## src/hdl/jhc_pkg.sv

```systemverilog
package jhc_pkg;

    // Default sizing of the count store.
    localparam int BIN_BITS_DEF   = 4;
    localparam int COUNT_BITS_DEF = 32;

    // Fixed field widths.
    localparam int VALUE_W        = 4;
    localparam int MAX_BIN_BITS   = 8;
    localparam int MAX_COUNT_BITS = 64;
    localparam int BINS_W         = 5;
    localparam int NV_W           = 2;
    localparam int OUT_W          = 32;

    // Stream and configuration port widths.
    localparam int IN_DATA_W  = 16;
    localparam int IN_USER_W  = 1;
    localparam int OUT_DATA_W = 32;
    localparam int CFG_IDX_W  = 2;
    localparam int CFG_DATA_W = 5;

    // Action codes carried in the input tuser.
    localparam logic ACT_COUNT = 1'b0;
    localparam logic ACT_READ  = 1'b1;

    // Configuration register indexes.
    typedef enum logic [CFG_IDX_W-1:0] {
        CFG_NUM_VARS    = 2'd0,
        CFG_BINS_FIRST  = 2'd1,
        CFG_BINS_SECOND = 2'd2,
        CFG_BINS_THIRD  = 2'd3
    } cfg_idx_t;

    // Current configuration as seen by the datapath.
    typedef struct packed {
        logic [NV_W-1:0]   num_vars;
        logic [BINS_W-1:0] bins_first;
        logic [BINS_W-1:0] bins_second;
        logic [BINS_W-1:0] bins_third;
    } cfg_t;

    // Controller states.
    typedef enum logic [1:0] {
        ST_CLEAR,
        ST_IDLE,
        ST_LOOKUP,
        ST_UPDATE
    } state_t;

    // Commands from the controller to the datapath.
    typedef struct packed {
        logic clear;
        logic capture;
        logic update;
        logic load_out;
    } ctrl_cmd_t;

    // Status from the datapath to the controller.
    typedef struct packed {
        logic clear_last;
        logic is_read;
        logic out_blocked;
    } dp_status_t;

endpackage

```

## src/hdl/jhc_ctrl.sv

```systemverilog
module jhc_ctrl (
    input  logic                clk,
    input  logic                rst_n,
    input  logic                s_tvalid,
    output logic                s_tready,
    input  jhc_pkg::dp_status_t status,
    output jhc_pkg::ctrl_cmd_t  cmd
);
    import jhc_pkg::*;

    state_t state_reg;
    state_t state_next;

    // State register.
    always_ff @(posedge clk or negedge rst_n)
    begin
        if (!rst_n)
        begin
            state_reg <= ST_CLEAR;
        end
        else
        begin
            state_reg <= state_next;
        end
    end

    // Next state and commands.
    always_comb
    begin
        state_next = state_reg;
        cmd        = '0;
        s_tready   = 1'b0;
        unique case (state_reg)
            ST_CLEAR:
            begin
                // Sweep the store with zeros after reset.
                cmd.clear = 1'b1;
                if (status.clear_last)
                begin
                    state_next = ST_IDLE;
                end
            end
            ST_IDLE:
            begin
                s_tready = 1'b1;
                if (s_tvalid)
                begin
                    cmd.capture = 1'b1;
                    state_next  = ST_LOOKUP;
                end
            end
            ST_LOOKUP:
            begin
                state_next = ST_UPDATE;
            end
            ST_UPDATE:
            begin
                // A read waits here while the result register is still held.
                if (!(status.is_read && status.out_blocked))
                begin
                    cmd.update   = 1'b1;
                    cmd.load_out = status.is_read;
                    state_next   = ST_IDLE;
                end
            end
            default:
            begin
                state_next = ST_IDLE;
            end
        endcase
    end

endmodule

```

## config.mk

```make
export PLATFORM = sky130hd
export DESIGN_NAME = jhc_ctrl
export DESIGN_NICKNAME = d
export VERILOG_FILES = /design/src/hdl/jhc_pkg.sv /design/src/hdl/jhc_ctrl.sv
export SDC_FILE = /design/constraint.sdc
export NUM_CORES = 1
export LEC_CHECK = 0
export BUFFER_PORTS_ARGS = -buffer_cell sky130_fd_sc_hd__clkbuf_2
export CAP_MARGIN = 30
export CELL_PAD_IN_SITES_DETAIL_PLACEMENT = 0
export CELL_PAD_IN_SITES_GLOBAL_PLACEMENT = 2
export CORE_AREA = 2 2 39 41
export DETAILED_ROUTE_END_ITERATION = 10
export DIE_AREA = 0 0 41 43
export GPL_ROUTABILITY_DRIVEN = 0
export PLACE_DENSITY_LB_ADDON = 0.1
export SLEW_MARGIN = 25
export SYNTH_ARGS = -nofsm -noshare
export SYNTH_HDL_FRONTEND = slang
export SYNTH_SLANG_ARGS = --single-unit
```

## constraint.sdc

```tcl
create_clock -name clk -period 1.3 [get_ports clk]
set_input_delay 0.065 -clock clk [delete_from_list [all_inputs] [get_ports clk]]
set_output_delay 0.065 -clock clk [all_outputs]
set_load 0.005 [all_outputs]
```

==> flow_metrics.env, run 1 <==
export IMPL_dp_cells=48
export IMPL_final_cells=53
export IMPL_slew_limit_headroom_pct=86.6
export IMPL_yosysUniqueCellTypes=11
export IMPL_dr_pass1_iters=1
export IMPL_worstSetupPathType="reg2reg"
export IMPL_ys_top_cells_by_area="dfrtp_1, ha_1, inv_1"
export IMPL_rr_worst_depth=5
export IMPL_insertion_delay_ps=220
export IMPL_io_pins=11
export IMPL_clkSlewWorstSetupHoldPaths_ps=30
export IMPL_netlist_area_um2=183
export IMPL_grt_use_total_pct=6.51
export IMPL_hold_viol_final=0
export IMPL_seq_area_frac_synth_pct=27.4
export IMPL_synth_cells=18
export IMPL_synth_top_area_cell="dfrtp_1"
export IMPL_final_common_cell="clkbuf_2"
export IMPL_violations="negative setup slack"
export IMPL_ys_warn_count=0
export IMPL_totalWireLength_um=437
export IMPL_status="finished, violations left"
export IMPL_synth_top_area_share_pct=27.4
export IMPL_die_x_um=41
export IMPL_power_density_nw_per_um2=2270
export IMPL_cts_root_buf="clkbuf_4"
export IMPL_portBuffers=10
export IMPL_timing_hold_ws_ps=159
export IMPL_hpwl_um=326
export IMPL_vias_per_cell=3.68
export IMPL_rows=14
export IMPL_hold_class="in2async"
export IMPL_max_cap_violations=0
export IMPL_fp_dieH_um=43
export IMPL_power_mw=0.847
export IMPL_synth_area_per_cell_um2=10.1
export IMPL_grt_pass1_wl_um=669
export IMPL_fin_nets=49
export IMPL_final_cell_mix="clkbuf_2, buf_4, inv_2"
export IMPL_peakVddDrop_uv=773
export IMPL_rsz0062_at_grt="yes"
export IMPL_grt_antenna_before_repair=0
export IMPL_setup_violations_final=2
export IMPL_antenna_left=0
export IMPL_drtIter0Drc=0
export IMPL_tightest_slew_ps=200
export IMPL_slew_viol_final=0
export IMPL_areaGrowthSynthToFinish_pct=104
export IMPL_fin_crit_sh_pct=103
export IMPL_timing_reg2reg_setup_slack_ps=-40
export IMPL_cp_max_fo=3
export IMPL_fmax_mhz=746
export IMPL_first_global_vias=175
export IMPL_grt_overflow=0
export IMPL_cp_start_kind="flop"
export IMPL_core_area_um2=1380
export IMPL_fin_skew_ps=4.16
export IMPL_rr_startpoint="state_reg[1]"
export IMPL_antennaDiodeCount=0
export IMPL_numCtsBuffers=3
export IMPL_syn_nets=28
export IMPL_via_count=195
export IMPL_cts_tree="done"
export IMPL_ys_ff_latch=2
export IMPL_htree_levels=1
export IMPL_cp_end_kind="flop"
export IMPL_drc_errors=0
export IMPL_largest_reg_flops=2
export IMPL_p_leak_nw=0.182
export IMPL_initial_utilization_pct=13.2
export IMPL_grt_start_max_net_pins=5
export IMPL_period_minus_slack_ps=1340
export IMPL_clkSinkCount=2
export IMPL_drive_above_1_share_pct=78.4
export IMPL_required_ps=1400
export IMPL_critPathArrivalTime_ps=1440
export IMPL_cts_buffer_depth=2
export IMPL_r2r_end="state_reg[1]"
export IMPL_wl_per_cell_um=8.25
export IMPL_setup_ws_ps=-41.4
export IMPL_die_area_um2=1760
==> synth_stat cells, drive strengths merged <==
master  number
a21boi       1
and2         1
dfrtp        2
ha           4
inv          4
mux2         1
mux2i        1
nand2        1
nand3        1
nor2         1
o221ai       1
==> power by group <==
group          switching (mW)  total, mW  internal, mW
sequential             0.0425      0.142        0.0993
combinational           0.222      0.567         0.345
clock                  0.0356      0.138         0.102
==> critical path: stages, from the launching register on <==
cell      delay [ps]
dfrtp_1          400
inv_2            130
ha_4             150
inv_2             40
o221ai_4         190
mux2_4           320
==> layout make-up <==
type,instances,area (um2)
multi-input cells,12,160
inverters,4,15.0
well taps,16,20.0
clock buffers,3,22.5
fillers,158,1010
flip-flops and latches,2,51.3
repair buffers,16,104
==> timing repair <==
item,CTS,global route
setup endpoints to repair,3,4
hold buffers,1,0
buffers inserted,1,0
resized for setup,7,2
hold endpoints to repair,2,0
pin swaps,2,0
==> metal layers <==
layer / vias up / global-route usage (%) / wire length (um)
met5: - / 0 / 0
met2: 8 / 8.75 / 224
met1: 89 / 6.07 / 183
li1: 98 / - / -
met3: 0 / 1.57 / 29
met4: 0 / 10.0 / 0
==> through the flow <==
step | worst slack (ps) | area, um2 | setup TNS [ps] | utilization [%]
2_1_floorplan | -14.5 | 188 | -14.5 | -
3_3_place_gp | -96.8 | 288 | -96.8 | 20.8
3_5_place_dp | -98.9 | 288 | -98.9 | 20.8
4_1_cts | -51.9 | 365 | -107 | 26.4
5_1_grt | -93.4 | 373 | -277 | 26.9
6_report | -41.4 | 373 | -64.0 | 26.9
==> worst max path at each step <==
stage / start / end / slack, ps / cells after the start
2_1_floorplan: state_reg[0] / state_reg[1] / -10 / 5
3_3_place_gp: state_reg[0] / state_reg[1] / -100 / 5
3_5_place_dp: state_reg[0] / state_reg[1] / -100 / 5
4_1_cts: state_reg[1] / state_reg[1] / -50 / 5
5_1_grt: state_reg[0] / cmd[1] / -90 / 4
6_report: state_reg[1] / state_reg[1] / -40 / 5
==> cell families (layout without fill, tap and decap cells) <==
| logic type | after synthesis | count (layout) | synth area share [%] |
|---|---|---|---|
| flops | 2 | 2 | 27.4 |
| fa+ha+maj | 4 | 4 | 27.4 |
| compound gates | 2 | 2 | 12.3 |
| buf+inv | 4 | 23 | 8.22 |
| mux | 2 | 2 | 13.7 |
| simple gates | 4 | 4 | 11.0 |
Power figures use the tool's default switching activity.
==> inputs of run 2 (changes only) <==
--- a/config.mk
+++ b/config.mk
@@ -5,7 +5,7 @@
 export SDC_FILE = /design/constraint.sdc
 export NUM_CORES = 1
 export LEC_CHECK = 0
-export BUFFER_PORTS_ARGS = -buffer_cell sky130_fd_sc_hd__clkbuf_2
+export BUFFER_PORTS_ARGS = -buffer_cell sky130_fd_sc_hd__buf_2
 export CAP_MARGIN = 30
 export CELL_PAD_IN_SITES_DETAIL_PLACEMENT = 0
 export CELL_PAD_IN_SITES_GLOBAL_PLACEMENT = 2
==> flow_metrics.env, run 2 (synthesized netlist as in run 1, its figures left out) <==
export IMPL_status="finished, violations left"
export IMPL_violations="negative setup slack"
export IMPL_rows=14
export IMPL_tns_ps=-45.1
export IMPL_portBuffers=10
export IMPL_n_fill_cell=150
export IMPL_final_util_pct=28.8
export IMPL_drc_errors=0
export IMPL_antennaDiodeCount=0
export IMPL_slew_viol_final=0
export IMPL_cp_max_fo=3
export IMPL_final_cell_area_um2=398
export IMPL_fin_skew_ps=5.18
export IMPL_core_area_um2=1380
export IMPL_hold_viol_final=0
export IMPL_die_area_um2=1760
export IMPL_dr_pass1_iters=1
export IMPL_grt_overflow=0
export IMPL_die_x_um=41
export IMPL_first_global_vias=217
export IMPL_fmax_mhz=746
export IMPL_cts_tree="done"
export IMPL_vias_per_cell=3.63
export IMPL_clkSinkCount=2
export IMPL_required_ps=1400
export IMPL_cts_buffer_depth=2
export IMPL_cts_root_buf="clkbuf_4"
export IMPL_grt_use_total_pct=7.01
export IMPL_htree_levels=1
export IMPL_grt_antenna_before_repair=0
export IMPL_power_density_nw_per_um2=2330
export IMPL_max_cap_violations=0
export IMPL_numCtsBuffers=3
export IMPL_timing_reg2reg_setup_slack_ps=-40
export IMPL_fp_dieH_um=43
export IMPL_period_minus_slack_ps=1340
export IMPL_power_mw=0.928
export IMPL_largest_reg_flops=2
export IMPL_rsz0062_at_grt="yes"
export IMPL_post_dp_cell_area_um2=280
export IMPL_insertion_delay_ps=230
export IMPL_clkSlewWorstSetupHoldPaths_ps=30
export IMPL_hpwl_um=381
export IMPL_setup_violations_final=3
export IMPL_fin_nets=52
export IMPL_hold_class="in2async"
export IMPL_totalWireLength_um=506
export IMPL_p_leak_nw=0.196
export IMPL_grt_start_max_net_pins=5
export IMPL_initial_utilization_pct=13.2
export IMPL_tightest_slew_ps=194
export IMPL_grt_pass1_wl_um=759
export IMPL_final_cell_mix="buf_2, buf_4, inv_2"
export IMPL_via_count=203
export IMPL_fin_crit_sh_pct=103
export IMPL_peakVddDrop_uv=878
export IMPL_setup_ws_ps=-40.6
export IMPL_wl_per_cell_um=9.04
export IMPL_drive_above_1_share_pct=82.5
export IMPL_areaGrowthSynthToFinish_pct=118
export IMPL_cp_end_kind="flop"
export IMPL_io_pins=11
export IMPL_slew_limit_headroom_pct=87.1
export IMPL_antenna_left=0
export IMPL_drtIter0Drc=0
export IMPL_cp_start_kind="flop"
export IMPL_worstSetupPathType="reg2reg"
export IMPL_final_common_cell="buf_2"
export IMPL_critPathArrivalTime_ps=1440
==> run 2: changes by cell type in the layout (fill, tap and decap cells not counted), sizes merged <==
| cell | previous run | this run |
|---|---|---|
| clkbuf | 12 | 3 |
| buf | 6 | 18 |
==> run 2: report_power, final <==
part	switching (mW)	internal [mW]
Combinational	0.240	0.408
Sequential	0.0426	0.0993
Clock	0.0365	0.102
Total	0.319	0.609
==> run 2: final timing paths <==
kind / start / end / depth (start not counted)
max in group asynchronous: rst_n / state_reg[0] / 2
hold / removal: rst_n / state_reg[0] / 2
hold reg to reg: state_reg[0] / state_reg[0] / 2
min in group clk: status[2] / state_reg[1] / 3
setup reg to reg: state_reg[1] / state_reg[1] / 5
setup / recovery: state_reg[1] / state_reg[1] / 5
==> run 2: per-stage QoR <==
| step | setup WS (ps) | hold WS (ps) | instances |
|---|---|---|---|
| floorplan | -14.5 | -231 | 18 |
| global placement | -91.9 | -149 | 47 |
| detailed placement | -110 | -150 | 47 |
| CTS | -55.3 | 150 | 54 |
| global route | -80.5 | 169 | 56 |
| finish | -40.6 | 152 | 56 |
==> run 2: worst max-delay path, stage by stage (launching register included) <==
cell and delay [ps]:
dfrtp_1 390, inv_2 120, ha_4 140, inv_2 40, o221ai_4 200, mux2_4 320
==> run 2: final cells by class <==
class,count,area [um2],area share [%]
multi-input combinational,12,163,40.9
tap,16,20.0,5.03
clock buffer,3,22.5,5.66
sequential,2,51.3,12.9
inverter,4,15.0,3.77
timing repair buffer,19,126,31.8
==> run 2: what timing repair did <==
action | in CTS | in global routing
gates resized for setup | 7 | 4
pin swaps | 2 | 2
hold buffers | 1 | 0
endpoints found under the setup margin | 3 | 4
buffers inserted | 3 | 2
hold endpoints to repair | 2 | 0
==> run 2: layer usage <==
metal  vias to the layer above  GRT usage [%]  wire length (um)
met1                        92           6.07               191
li1                        103              -                 -
met4                         0           10.0                 0
met3                         0           1.57                40
met2                         8           10.3               274
met5                         -              0                 0
